--- config.mk ---
export PLATFORM = sky130hd
export DESIGN_NAME = deadline_timer_table
export DESIGN_NICKNAME = d
export VERILOG_FILES = /design/src/rtl/dtt_pkg.sv /design/src/rtl/dtt_ctrl.sv /design/src/rtl/dtt_datapath.sv /design/src/rtl/deadline_timer_table.sv
export VERILOG_INCLUDE_DIRS = /design/src /design/src/rtl
export SDC_FILE = /design/constraint.sdc
export NUM_CORES = 2
export LEC_CHECK = 0
export ABC_AREA = 1
export BUFFER_PORTS_ARGS = -buffer_cell sky130_fd_sc_hd__buf_2
export CAP_MARGIN = 20
export CELL_PAD_IN_SITES_DETAIL_PLACEMENT = 1
export CELL_PAD_IN_SITES_GLOBAL_PLACEMENT = 2
export CORE_ASPECT_RATIO = 2
export CORE_MARGIN = 2
export CORE_UTILIZATION = 44
export DETAILED_ROUTE_END_ITERATION = 6
export GPL_ROUTABILITY_DRIVEN = 1
export HOLD_SLACK_MARGIN = 0.03
export PLACE_DENSITY_LB_ADDON = 0.1
export SLEW_MARGIN = 15
export SYNTH_ARGS = -nofsm -noshare
export SYNTH_HDL_FRONTEND = slang
export SYNTH_SLANG_ARGS = --single-unit
--- constraint.sdc ---
create_clock -name clk -period 12.05 [get_ports clk]
set_input_delay 1.205 -clock clk [delete_from_list [all_inputs] [get_ports clk]]
set_output_delay 1.205 -clock clk [all_outputs]
set_load 0.03 [all_outputs]
--- src/rtl/assert_macros.svh ---
// ----------------------------------------------------------------------------
// Assertion macros used by the timer table top module.
// ----------------------------------------------------------------------------
`ifndef ASSERT_MACROS_SVH
`define ASSERT_MACROS_SVH

// Concurrent assertion that is switched off while reset is high.
`define ASSERT_RST(label, clk, rst, prop, msg) \
  label: assert property (@(posedge clk) disable iff (rst) prop) else $error(msg);

// Concurrent assertion that is checked at every clock edge, reset included.
`define ASSERT_CLK(label, clk, prop, msg) \
  label: assert property (@(posedge clk) prop) else $error(msg);

`endif

--- src/rtl/dtt_pkg.sv ---
// ----------------------------------------------------------------------------
// dtt_pkg
// Types, codes and constants shared by the deadline timer table modules.
// ----------------------------------------------------------------------------
package dtt_pkg;

  localparam int DEFAULT_TIMER_SLOTS = 16;
  localparam int MAX_RESULTS         = 16;
  localparam int COUNT_W             = $clog2(MAX_RESULTS + 1);

  localparam int TPS_W     = 10;
  localparam int SEC_W     = 32;
  localparam int TAG_W     = 32;
  localparam int ORDER_W   = 32;
  localparam int SLOT_W    = 4;
  localparam int TIMEOUT_W = 16;
  localparam int MODE_W    = 2;
  localparam int KIND_W    = 2;
  localparam int STATUS_W  = 2;

  localparam int IN_DATA_W  = 56;
  localparam int OUT_DATA_W = 40;

  localparam logic [TPS_W-1:0] TPS_RESET = 10'd10;

  typedef logic [MODE_W-1:0] mode_t;
  localparam mode_t MODE_TICK  = 2'd0;
  localparam mode_t MODE_START = 2'd1;
  localparam mode_t MODE_STOP  = 2'd2;
  localparam mode_t MODE_QUERY = 2'd3;

  typedef logic [KIND_W-1:0] kind_t;
  localparam kind_t KIND_START  = 2'd0;
  localparam kind_t KIND_STOP   = 2'd1;
  localparam kind_t KIND_QUERY  = 2'd2;
  localparam kind_t KIND_EXPIRY = 2'd3;

  typedef logic [STATUS_W-1:0] status_t;
  localparam status_t STATUS_OK   = 2'd0;
  localparam status_t STATUS_MISS = 2'd1;
  localparam status_t STATUS_FULL = 2'd2;

  // One timer entry as held in the slot memory.
  typedef struct packed {
    logic [SEC_W-1:0]   sec;
    logic [TPS_W-1:0]   sub;
    logic [TAG_W-1:0]   tag;
    logic [ORDER_W-1:0] order;
  } entry_t;

  // Commands from the controller to the datapath.
  typedef struct packed {
    logic accept;
    logic idx_clear;
    logic idx_inc;
    logic scan_rd;
    logic alloc;
    logic full;
    logic take;
    logic push;
    logic push_last;
  } dp_cmd_t;

  // Status from the datapath to the controller.
  typedef struct packed {
    logic idx_last;
    logic slot_free;
    logic found;
    logic out_free;
  } dp_stat_t;

endpackage

--- src/rtl/dtt_ctrl.sv ---
// ----------------------------------------------------------------------------
// dtt_ctrl
// Controller of the deadline timer table: sequences free-slot searches,
// expiry scans and the hand-over of answers to the output register.
// ----------------------------------------------------------------------------
module dtt_ctrl
  import dtt_pkg::*;
(
  input  logic     clk,
  input  logic     rst,
  input  logic     in_valid,
  input  mode_t    mode,
  output logic     in_ready,
  input  dp_stat_t stat,
  output dp_cmd_t  cmd
);

  typedef enum logic [2:0] {
    ST_IDLE,
    ST_FREE,
    ST_SCAN,
    ST_LAST,
    ST_DECIDE,
    ST_PUSH
  } state_t;

  state_t             state;
  logic               hold_valid;
  logic [COUNT_W-1:0] count;
  logic [COUNT_W-1:0] count_next;

  assign in_ready   = (state == ST_IDLE);
  assign count_next = count + COUNT_W'(1);

  always_comb begin
    cmd = '0;
    case (state)
      ST_IDLE: begin
        if (in_valid) begin
          cmd.accept    = 1'b1;
          cmd.idx_clear = 1'b1;
        end
      end
      ST_FREE: begin
        if (stat.slot_free) begin
          cmd.alloc = 1'b1;
        end else if (stat.idx_last) begin
          cmd.full = 1'b1;
        end else begin
          cmd.idx_inc = 1'b1;
        end
      end
      ST_SCAN: begin
        cmd.scan_rd = 1'b1;
        cmd.idx_inc = 1'b1;
      end
      ST_DECIDE: begin
        // A held expiry must leave before the next one takes its place.
        if (stat.found && (!hold_valid || stat.out_free)) begin
          cmd.take      = 1'b1;
          cmd.idx_clear = 1'b1;
          cmd.push      = hold_valid;
        end
      end
      ST_PUSH: begin
        if (stat.out_free) begin
          cmd.push      = 1'b1;
          cmd.push_last = 1'b1;
        end
      end
      default: begin
      end
    endcase
  end

  always_ff @(posedge clk) begin
    if (rst) begin
      state      <= ST_IDLE;
      hold_valid <= 1'b0;
      count      <= '0;
    end else begin
      case (state)
        ST_IDLE: begin
          if (in_valid) begin
            hold_valid <= 1'b0;
            count      <= '0;
            case (mode)
              MODE_TICK:  state <= ST_SCAN;
              MODE_START: state <= ST_FREE;
              default:    state <= ST_PUSH;
            endcase
          end
        end
        ST_FREE: begin
          if (stat.slot_free || stat.idx_last) begin
            state <= ST_PUSH;
          end
        end
        ST_SCAN: begin
          if (stat.idx_last) begin
            state <= ST_LAST;
          end
        end
        ST_LAST: begin
          state <= ST_DECIDE;
        end
        ST_DECIDE: begin
          if (stat.found) begin
            if (cmd.take) begin
              hold_valid <= 1'b1;
              count      <= count_next;
              state      <= (count_next == COUNT_W'(MAX_RESULTS)) ? ST_PUSH : ST_SCAN;
            end
          end else begin
            state <= hold_valid ? ST_PUSH : ST_IDLE;
          end
        end
        ST_PUSH: begin
          if (stat.out_free) begin
            state <= ST_IDLE;
          end
        end
        default: begin
          state <= ST_IDLE;
        end
      endcase
    end
  end

endmodule

--- src/rtl/dtt_datapath.sv ---
// ----------------------------------------------------------------------------
// dtt_datapath
// Datapath of the deadline timer table: time base, slot memory, live bits,
// best-candidate search register, answer hold register and output register.
// ----------------------------------------------------------------------------
module dtt_datapath
  import dtt_pkg::*;
#(
  parameter int TIMER_SLOTS = DEFAULT_TIMER_SLOTS
) (
  input  logic                 clk,
  input  logic                 rst,
  input  logic                 cfg_write,
  input  logic [TPS_W-1:0]     cfg_data,
  input  mode_t                mode,
  input  logic [SLOT_W-1:0]    slot,
  input  logic [TIMEOUT_W-1:0] timeout_seconds,
  input  logic [TAG_W-1:0]     tag,
  input  dp_cmd_t              cmd,
  output dp_stat_t             stat,
  input  logic                 out_ready,
  output logic                 out_valid,
  output kind_t                out_kind,
  output status_t              out_status,
  output logic [SLOT_W-1:0]    out_slot,
  output logic [TAG_W-1:0]     out_tag,
  output logic                 out_last
);

  localparam int IDX_W = $clog2(TIMER_SLOTS);

  logic [TPS_W-1:0]     ticks_per_second;
  logic [TPS_W-1:0]     tps_eff;
  logic [TPS_W:0]       sub_inc;
  logic                 sub_wrap;
  logic [SEC_W-1:0]     seconds_now;
  logic [TPS_W-1:0]     subtick_now;
  logic [ORDER_W-1:0]   start_sequence;

  logic [TIMER_SLOTS-1:0] live;
  entry_t                 mem [TIMER_SLOTS];
  entry_t                 rd_data;
  logic                   rd_valid;
  logic [IDX_W-1:0]       idx;
  logic [IDX_W-1:0]       idx_d;

  logic [TIMEOUT_W-1:0] timeout_q;
  logic [TAG_W-1:0]     tag_q;

  logic [IDX_W-1:0] slot_idx;
  logic             slot_hit;

  logic               cand;
  logic               first;
  logic               better;
  logic               best_found;
  logic [IDX_W-1:0]   best_idx;
  logic [SEC_W-1:0]   best_sec;
  logic [TPS_W-1:0]   best_sub;
  logic [ORDER_W-1:0] best_order;
  logic [TAG_W-1:0]   best_tag;

  kind_t             hold_kind;
  status_t           hold_status;
  logic [SLOT_W-1:0] hold_slot;
  logic [TAG_W-1:0]  hold_tag;

  logic is_tick;
  logic is_answer;

  // A register value of zero counts as one sub-tick per second.
  assign tps_eff  = (ticks_per_second == '0) ? TPS_W'(1) : ticks_per_second;
  assign sub_inc  = {1'b0, subtick_now} + (TPS_W + 1)'(1);
  assign sub_wrap = (sub_inc >= {1'b0, tps_eff});

  assign is_tick   = cmd.accept && (mode == MODE_TICK);
  assign is_answer = cmd.accept && ((mode == MODE_STOP) || (mode == MODE_QUERY));

  assign slot_idx = IDX_W'(slot);
  assign slot_hit = (int'(slot) < TIMER_SLOTS) && live[slot_idx];

  // Due when the deadline is at or before the current time; ordering is by
  // deadline, then by start sequence.
  assign cand   = rd_valid && live[idx_d] &&
                  ({rd_data.sec, rd_data.sub} <= {seconds_now, subtick_now});
  assign first  = (idx_d == '0);
  assign better = first || !best_found ||
                  ({rd_data.sec, rd_data.sub, rd_data.order} <
                   {best_sec, best_sub, best_order});

  assign stat.idx_last  = (idx == IDX_W'(TIMER_SLOTS - 1));
  assign stat.slot_free = !live[idx];
  assign stat.found     = best_found;
  assign stat.out_free  = !out_valid || out_ready;

  always_ff @(posedge clk) begin
    if (rst) begin
      ticks_per_second <= TPS_RESET;
      seconds_now      <= '0;
      subtick_now      <= '0;
      start_sequence   <= '0;
      live             <= '0;
      idx              <= '0;
      rd_valid         <= 1'b0;
      best_found       <= 1'b0;
      out_valid        <= 1'b0;
    end else begin
      if (cfg_write) begin
        ticks_per_second <= cfg_data;
      end
      if (is_tick) begin
        if (sub_wrap) begin
          subtick_now <= '0;
          seconds_now <= seconds_now + SEC_W'(1);
        end else begin
          subtick_now <= sub_inc[TPS_W-1:0];
        end
      end
      if (cmd.alloc) begin
        start_sequence <= start_sequence + ORDER_W'(1);
        live[idx]      <= 1'b1;
      end
      if (cmd.accept && (mode == MODE_STOP) && slot_hit) begin
        live[slot_idx] <= 1'b0;
      end
      if (cmd.take) begin
        live[best_idx] <= 1'b0;
      end

      if (cmd.idx_clear) begin
        idx <= '0;
      end else if (cmd.idx_inc) begin
        idx <= idx + IDX_W'(1);
      end
      rd_valid <= cmd.scan_rd;

      if (rd_valid) begin
        if (first) begin
          best_found <= cand;
        end else if (cand) begin
          best_found <= 1'b1;
        end
      end

      if (cmd.push) begin
        out_valid <= 1'b1;
      end else if (out_ready) begin
        out_valid <= 1'b0;
      end
    end
  end

  // Slot memory: one write port for start, one registered read port for scans.
  always_ff @(posedge clk) begin
    if (cmd.alloc) begin
      mem[idx] <= '{sec:   seconds_now + SEC_W'(timeout_q),
                    sub:   subtick_now,
                    tag:   tag_q,
                    order: start_sequence};
    end
    rd_data <= mem[idx];
  end

  always_ff @(posedge clk) begin
    idx_d <= idx;
    if (cmd.accept) begin
      timeout_q <= timeout_seconds;
      tag_q     <= tag;
    end
    if (cand && better) begin
      best_idx   <= idx_d;
      best_sec   <= rd_data.sec;
      best_sub   <= rd_data.sub;
      best_order <= rd_data.order;
      best_tag   <= rd_data.tag;
    end

    if (is_answer) begin
      hold_kind   <= (mode == MODE_STOP) ? KIND_STOP : KIND_QUERY;
      hold_status <= slot_hit ? STATUS_OK : STATUS_MISS;
      hold_slot   <= slot;
      hold_tag    <= '0;
    end else if (cmd.alloc) begin
      hold_kind   <= KIND_START;
      hold_status <= STATUS_OK;
      hold_slot   <= SLOT_W'(idx);
      hold_tag    <= '0;
    end else if (cmd.full) begin
      hold_kind   <= KIND_START;
      hold_status <= STATUS_FULL;
      hold_slot   <= '0;
      hold_tag    <= '0;
    end else if (cmd.take) begin
      hold_kind   <= KIND_EXPIRY;
      hold_status <= STATUS_OK;
      hold_slot   <= SLOT_W'(best_idx);
      hold_tag    <= best_tag;
    end

    // The output register takes the held answer before the hold is reloaded.
    if (cmd.push) begin
      out_kind   <= hold_kind;
      out_status <= hold_status;
      out_slot   <= hold_slot;
      out_tag    <= hold_tag;
      out_last   <= cmd.push_last;
    end
  end

endmodule

--- src/rtl/deadline_timer_table.sv ---
// ----------------------------------------------------------------------------
// deadline_timer_table
// Table of one-shot deadline timers run from a sub-second tick.
// ----------------------------------------------------------------------------
// Commands enter on the s_ channel (tuser carries the mode: tick, start,
// stop or query); answers and expiries leave on the m_ channel, with tlast
// on the final result caused by each command. ticks_per_second is written
// through cfg_write and cfg_data; the user must write it only while the
// block is idle, and the block itself does not enforce this.
// One command is worked on at a time. Stop and query go from idle straight
// to the push state. Start searches the live bits for the lowest free slot,
// one slot a cycle. A tick runs one pass over the slot memory per expiry,
// one entry a cycle through its single read port, plus a closing pass that
// finds nothing; the closing pass is skipped once sixteen expiries have been
// taken. Each pass scans every slot, then goes through a last state and a
// decide state.
// Each result sits in an output register; a new command is accepted while
// it waits, and the block only holds back when a second result must leave
// while the first is still stalled by m_tready.
// Reset clears all slots, the time base and the start sequence, and sets
// ticks_per_second to 10. No clearing pass is needed.
// ----------------------------------------------------------------------------
`include "assert_macros.svh"

module deadline_timer_table
  import dtt_pkg::*;
#(
  parameter int TIMER_SLOTS = DEFAULT_TIMER_SLOTS
) (
  input  logic                  clk,
  input  logic                  rst,
  input  logic                  cfg_write,
  input  logic [TPS_W-1:0]      cfg_data,
  input  logic                  s_tvalid,
  output logic                  s_tready,
  // s_tdata: slot [3:0], timeout_seconds [19:4], tag [51:20], zero [55:52]
  input  logic [IN_DATA_W-1:0]  s_tdata,
  // s_tuser: mode [1:0]
  input  logic [MODE_W-1:0]     s_tuser,
  output logic                  m_tvalid,
  input  logic                  m_tready,
  // m_tdata: status [1:0], result_slot [5:2], result_tag [37:6], zero [39:38]
  output logic [OUT_DATA_W-1:0] m_tdata,
  // m_tuser: kind [1:0]
  output logic [KIND_W-1:0]     m_tuser,
  output logic                  m_tlast
);

  dp_cmd_t           cmd;
  dp_stat_t          stat;
  kind_t             out_kind;
  status_t           out_status;
  logic [SLOT_W-1:0] out_slot;
  logic [TAG_W-1:0]  out_tag;

  dtt_ctrl u_ctrl (
    .clk      (clk),
    .rst      (rst),
    .in_valid (s_tvalid),
    .mode     (s_tuser),
    .in_ready (s_tready),
    .stat     (stat),
    .cmd      (cmd)
  );

  dtt_datapath #(
    .TIMER_SLOTS (TIMER_SLOTS)
  ) u_datapath (
    .clk             (clk),
    .rst             (rst),
    .cfg_write       (cfg_write),
    .cfg_data        (cfg_data),
    .mode            (s_tuser),
    .slot            (s_tdata[3:0]),
    .timeout_seconds (s_tdata[19:4]),
    .tag             (s_tdata[51:20]),
    .cmd             (cmd),
    .stat            (stat),
    .out_ready       (m_tready),
    .out_valid       (m_tvalid),
    .out_kind        (out_kind),
    .out_status      (out_status),
    .out_slot        (out_slot),
    .out_tag         (out_tag),
    .out_last        (m_tlast)
  );

  assign m_tdata = {2'b00, out_tag, out_slot, out_status};
  assign m_tuser = out_kind;

  `ASSERT_CLK(a_reset_empties_output, clk, rst |=> !m_tvalid, "output valid after reset")
  `ASSERT_RST(a_one_item_at_a_time, clk, rst,
              s_tvalid && s_tready |=> !s_tready, "second item taken while busy")
  `ASSERT_RST(a_answers_are_single, clk, rst,
              m_tvalid && (m_tuser != KIND_EXPIRY) |-> m_tlast, "command answer without last")
  `ASSERT_RST(a_answers_carry_no_tag, clk, rst,
              m_tvalid && (m_tuser != KIND_EXPIRY) |-> (m_tdata[37:6] == 32'd0),
              "command answer with a tag")
  `ASSERT_RST(a_full_only_on_start, clk, rst,
              m_tvalid && (m_tdata[1:0] == STATUS_FULL) |-> (m_tuser == KIND_START),
              "table full on a non-start result")

endmodule
# Word level (Yosys, flattened, before mapping)
# Memories as Yosys holds them, arrays and structs flattened. A register that Yosys moved wholly into a read port is not among the register bits.
# Index checks and enable logic that the tools add are counted.
# Widths: inputs -> output; s select.
[op_classes] add_sub_neg=6 magnitude_cmp=10 n_eq_ne=17 mux=73 bitwise=5 n_reduce_logical=35
[ops] op="$mux 16" count=5
[ops] op="$lt 74x74->1" count=1
[ops] op="$add 32x1->32 const B" count=2
[ops] op="$le 42x42->1" count=1
[ops] op="$add 32x16->32" count=1
[ops] op="$and 16x16->16" count=2
[ops] op="$not 16->16" count=2
[ops] op="$mux 2" count=13
[ops] op="$mux 1" count=25
[ops] op="$mux 3" count=8
[ops] op="$lt 4x5->1 const B" count=4
[ops] op="$mux 10" count=2
[ops] op="$pmux 3 s6" count=1
[ops] op="$mux 4" count=4
[ops] op="$or 16x16->16" count=1
[ops] op="$mux 5" count=3
[ops] op="$bmux 1 s4" count=3
[ops] op="$demux 1 s4" count=3
[ops] op="$ge 4x1->1 const B" count=3
[ops] op="$add 10x1->11 const B" count=1
[ops] op="$ge 11x10->1" count=1
[ops] op="$logic_and 1x1->1" count=11
[ops] op="$logic_not 10->1" count=1
[ops] op="$pmux 5 s2" count=1
[ops] op="26 further kinds" count=47
[totals] reg_bits=359 mem_bits_rw=1696 input_bits=73 output_inout_bits=45 memories=1
[mem_list] name="u_datapath.mem" words=16 word_bits=106 read_ports=1 rd_ports_with_merged_regs=1 wr=1 line_no="dtt_datapath.sv:41" text="entry_t mem [TIMER_SLOTS];"

# Depth between registers and ports, before layout
[depth] depth_word=12 depth_mapped=15

# By module
# Synthesis repeated with hierarchy kept, for this count alone.
[unflattened] hier_cells=6928 hier_area_um2=85413.2
[by_module_without_submodules] mod="dtt_datapath" instances=1 cells_each=6818 area_per_inst_um2=84760.0 seq_area_each_um2=62129.6
[by_module_without_submodules] mod="dtt_ctrl" instances=1 cells_each=107 area_per_inst_um2=634.4 seq_area_each_um2=180.2
[by_module_without_submodules] mod="deadline_timer_table" instances=1 cells_each=3 area_per_inst_um2=18.8 seq_area_each_um2=0.0

# Worst setup path after synthesis
# No wires, ideal clock.
[synth_path] path_type="register -> register" startpoint="register u_datapath.idx[0]" endpoint="memory u_datapath.mem[11][0] (netlist name), enable pin" setup_ns=0.702 arrival_time_ns=8.447 setup_slack_ns=2.902 path_stages_with_launch=13 n_path_buf=2 period_less_slack_ns=9.148 path_cell_list="dfxtp_1 buf_2 inv_2 buf_6 nor2_1 o21ai_1 nand2_1 nand2_1 inv_2 nand3_2 inv_2 nand2_1 nor3_1"
[synth_via] elab_chain_cells=6
[synth_rtl] item="start, declared" line_no="dtt_datapath.sv:44" text="logic [IDX_W-1:0] idx;"
[synth_rtl] item="start signal, assigned" line_no="dtt_datapath.sv:133" text="idx <= idx + IDX_W'(1);"
[synth_rtl] item="$bmux 1 s4" line_no="dtt_datapath.sv:92" text="assign stat.slot_free = !live[idx];"
[synth_rtl] item="$mux 1 (not written as such)" line_no="dtt_datapath.sv:92"
[synth_rtl] item="$mux 1" line_no="dtt_ctrl.sv:45" text="if (stat.slot_free) begin"
[synth_rtl] item="$mux 2" line_no="dtt_ctrl.sv:37" text="case (state)"
[synth_rtl] item="$mux 1" line_no="dtt_datapath.sv:155" text="if (cmd.alloc) begin"
[synth_rtl] item="$mux 1 (not written as such)" line_no="dtt_datapath.sv:156" text="mem[idx] <= '{sec: seconds_now + SEC_W'(timeout_q),"
[synth_rtl] item="end, declared" line_no="dtt_datapath.sv:41"
# Several ways; a longest one is shown, not always the timed one. The select of a mux whose other input is x is not followed.

# Worst setup path after layout
[layout_path] startpoint="register u_datapath.idx[0]" endpoint="memory u_datapath.mem[15][94] (netlist name), enable pin"
# The elaborated chain is that of the path after synthesis.

==> flow_metrics.py <==
metrics = {
    "floorplan": {
        "die_area_mm2": 0.1995,
        "core-area_mm2": 0.1946,
        "fp-row-count": 229,
        "die_height_um": 629.6,
        "initial_core_util_pct": 44.26,
        "ios": 118,
        "dieWidth_um": 316.8,
    },
    "synth": {
        "synth.avg_cell_area_um2": 12.17,
        "synthCells": 7073,
        "ys_warn_count": 0,
        "syn_area_mm2": 0.08611,
        "synth_edf_count": 1903,
        "yosys_register_bits": 2161,
        "synth_cell_types": 46,
        "synthArstFlopShare_pct": 0,
        "ys.flop_type": "edfxtp_1",
        "seq_area_frac_synth_pct": 72.36,
    },
    "cts": {
        "cts_tree": "done",
        "clock_sinks": 2161,
        "holdBufCountCts": 0,
        "post-cts-setup-buffers": 0,
        "clk_pin_slew_ns": 0.06,
        "clk_latency_ns": 0.86,
        "cts_buffers": 197,
        "cts_buffer_depth": 4,
        "cts-root-buf": "clkbuf_16",
        "cts_max_level": 4,
        "cts_resized": 0,
    },
    "detailed_routing": {
        "ant_nets": 0,
        "drt-initial-drc-count": 4053,
        "wl_per_cell_um": 27.37,
        "drc": 0,
        "vias": 56990,
        "drt_pass1_iterations": 5,
        "viasPerCell": 5.806,
        "routed_wl_mm": 268.6,
    },
    "placed_design": {
        "placedCellCount": 9452,
        "gp_congestion": 0.8650,
        "dpl.hpwl_mm": 152.1,
        "preCtsSetupSlack_ns": 6.162,
        "port_buffers": 111,
    },
    "global_routing": {
        "grt_overflow": 0,
        "antenna_found_initial": 13,
        "grt_use_met1_pct": 31.92,
        "grt_usage_pct": 26.88,
        "grt_max_degree": 204,
        "gr-usage-met2_pct": 49.54,
        "top_usage_layer": "met2",
        "grt_pass1_wl_mm": 395.7,
        "grt_pass1_vias": 60770,
        "gr-usage-met3_pct": 2.644,
    },
    "run_status": {
        "outcome": "completed",
    },
    "setup_path": {
        "crit_fanout": 132,
        "cp.arrival_ns": 6.28,
        "cp-start-kind": "flip-flop",
        "critPathCaptureType": "flip-flop",
        "crit_type": "reg -> reg",
        "crit_required_ns": 12.47,
    },
    "timing": {
        "finalSetupTns_ns": 0,
        "fmax_mhz": 170.8,
        "worst_pin_slew_ns": 1.178,
        "setup-violations-final": 0,
        "fin_crit_ns": 5.855,
        "slew_violations": 0,
        "rsz0062_at_grt": "no",
        "fin_crit_sh_pct": 48.59,
        "finalWorstSetupSlack_ns": 6.195,
        "slew_headroom_pct": 21.48,
        "hold_viol": 0,
        "clock_skew_ns": 0.06562,
    },
    "layout": {
        "regArea_mm2": 0.06232,
        "drive_gt1_share_pct": 8.253,
        "finalNonFillerCells": 9815,
        "final_cell_mix": "edfxtp_1, nor2_1, nand2_1",
        "area_growth_pct": 11.07,
        "num-fill-cells": 19840,
        "multi_input_area_mm2": 0.02135,
        "nNetsFinal": 7335,
        "final_common_cell": "edfxtp_1",
    },
    "job": {
        "maxCapViolations": 0,
    },
    "hold_path": {
        "hold_path_class": "reg -> reg",
    },
    "pwr": {
        "p_leak_nw": 32.35,
        "power_density_mw_per_mm2": 188.7,
        "ir_worst_vdd_v": 0.0001282,
    },
}
cell families (layout without fill, tap and decap cells):
kind of cell / after synthesis / in the layout / share of synthesized area [%]
fa+ha+maj: 150 / 150 / 2.188
other cells: 1 / 6 / 0.004355
xor+xnor: 78 / 78 / 0.7934
buf+inv: 669 / 865 / 3.171
compound gates: 1597 / 1597 / 10.14
flops: 2161 / 2161 / 72.36
simple gates: 2417 / 2417 / 11.34
worst max-delay path, cell delays in order (launching register included):
cell and delay, ns:
dfxtp_4 0.55, inv_8 0.70, nand2_1 0.10, nand3_1 0.16
o21ai_1 0.10, nand2_1 0.07, nand2_1 0.10, inv_2 0.09
nand3_4 0.37, buf_4 0.47, inv_2 0.59, nand2_1 0.29
nor2_4 0.15, buf_4 0.56, buf_4 0.88
per-stage QoR:
step                util (%)  instance area (µm²)  hold WS (ns)  power (mW)
global route           49.15                95630        0.4172       18.78
CTS                    49.10                95530        0.4063       18.22
finish                 49.16                95640        0.4045       18.05
global placement       45.90                89300        0.3878       11.91
detailed placement     45.91                89320        0.3897       12.03
floorplan                  -                86110        0.3258       10.96
worst paths after layout:
kind	startpoint	end	slack, ns	depth (start not counted)
worst min-delay path	u_datapath.rd_data[60]	u_datapath.best_tag[28]	0.40	0
worst max-delay path	u_datapath.idx[0]	u_datapath.mem[15][94]	6.20	14
worst max register to register	u_datapath.idx[0]	u_datapath.mem[15][94]	6.20	14
worst min register to register	u_datapath.rd_data[60]	u_datapath.best_tag[28]	0.40	0
cells in the mapped netlist, types with 2 or more instances:
| library cell | count | share of area (%) |
|---|---|---|
| edfxtp_1 | 1903 | 66 |
| nor2_1 | 1078 | 4.7 |
| nand2_1 | 1025 | 4.5 |
| o21ai_0 | 918 | 5.3 |
| o22ai_1 | 429 | 3.1 |
| inv_1 | 273 | 1.2 |
| dfxtp_1 | 258 | 6.0 |
| clkbuf_1 | 250 | 1.1 |
| a21oi_1 | 168 | 0.98 |
| nand4_1 | 163 | 1.2 |
| ha_1 | 149 | 2.2 |
| buf_2 | 115 | 0.67 |
| nand3_1 | 87 | 0.51 |
| xor2_1 | 63 | 0.64 |
| nor3_1 | 35 | 0.20 |
| a21oi_2 | 29 | 0.29 |
| o21ai_1 | 16 | 0.093 |
| xnor2_1 | 15 | 0.15 |
| inv_2 | 11 | 0.048 |
| buf_1 | 9 | 0.039 |
| buf_6 | 9 | 0.12 |
| o21bai_1 | 8 | 0.070 |
| a21o_1 | 7 | 0.061 |
| a22oi_1 | 7 | 0.061 |
| nor4_1 | 6 | 0.044 |
| o211ai_1 | 6 | 0.052 |
| nand3_2 | 4 | 0.047 |
| nor2_2 | 4 | 0.029 |
| o21a_1 | 4 | 0.035 |
| nor3_2 | 3 | 0.035 |
| a31oi_1 | 2 | 0.015 |
| buf_4 | 2 | 0.017 |
| nand2_2 | 2 | 0.015 |
| nand3b_1 | 2 | 0.017 |
| nor3b_1 | 2 | 0.017 |
registers in the layout (all words and copies together), names as in the netlist, 16 cells and up:
signal,count
u_datapath.start_sequence,32
u_datapath.tag_q,32
u_datapath.best_sec,32
u_datapath.hold_tag,32
u_datapath.mem,1696
u_datapath.timeout_q,16
u_datapath.best_tag,32
u_datapath.out_tag,32
u_datapath.rd_data,106
u_datapath.seconds_now,32
u_datapath.live,16
u_datapath.best_order,32
per-layer routing:
| metal | vias up | part of all wire (%) |
|---|---|---|
| met5 | - | 0.0089 |
| met4 | 4 | 4.0 |
| met3 | 510 | 3.8 |
| met2 | 1277 | 53 |
| met1 | 29730 | 39 |
| li1 | 25470 | - |
cell type report:
cell class / instances / area share (%)
Clock buffer: 274 / 5.764
Timing Repair Buffer: 224 / 1.544
Inverter: 284 / 1.136
Antenna cell: 4 / 0.01047
Tap cell: 2541 / 3.324
Clock inverter: 83 / 0.7326
Multi-Input combinational cell: 4244 / 22.33
Sequential cell: 2161 / 65.16
power breakdown:
part | switching (mW) | leakage (nW) | total, mW | internal, mW
clock | 2.80 | 3.01 | 6.21 | 3.41
combinational | 1.89 | 10.1 | 2.61 | 0.721
sequential | 0.415 | 19.2 | 9.23 | 8.81
total | 5.10 | 32.3 | 18.0 | 12.9
(Power assumes the default switching activity.)
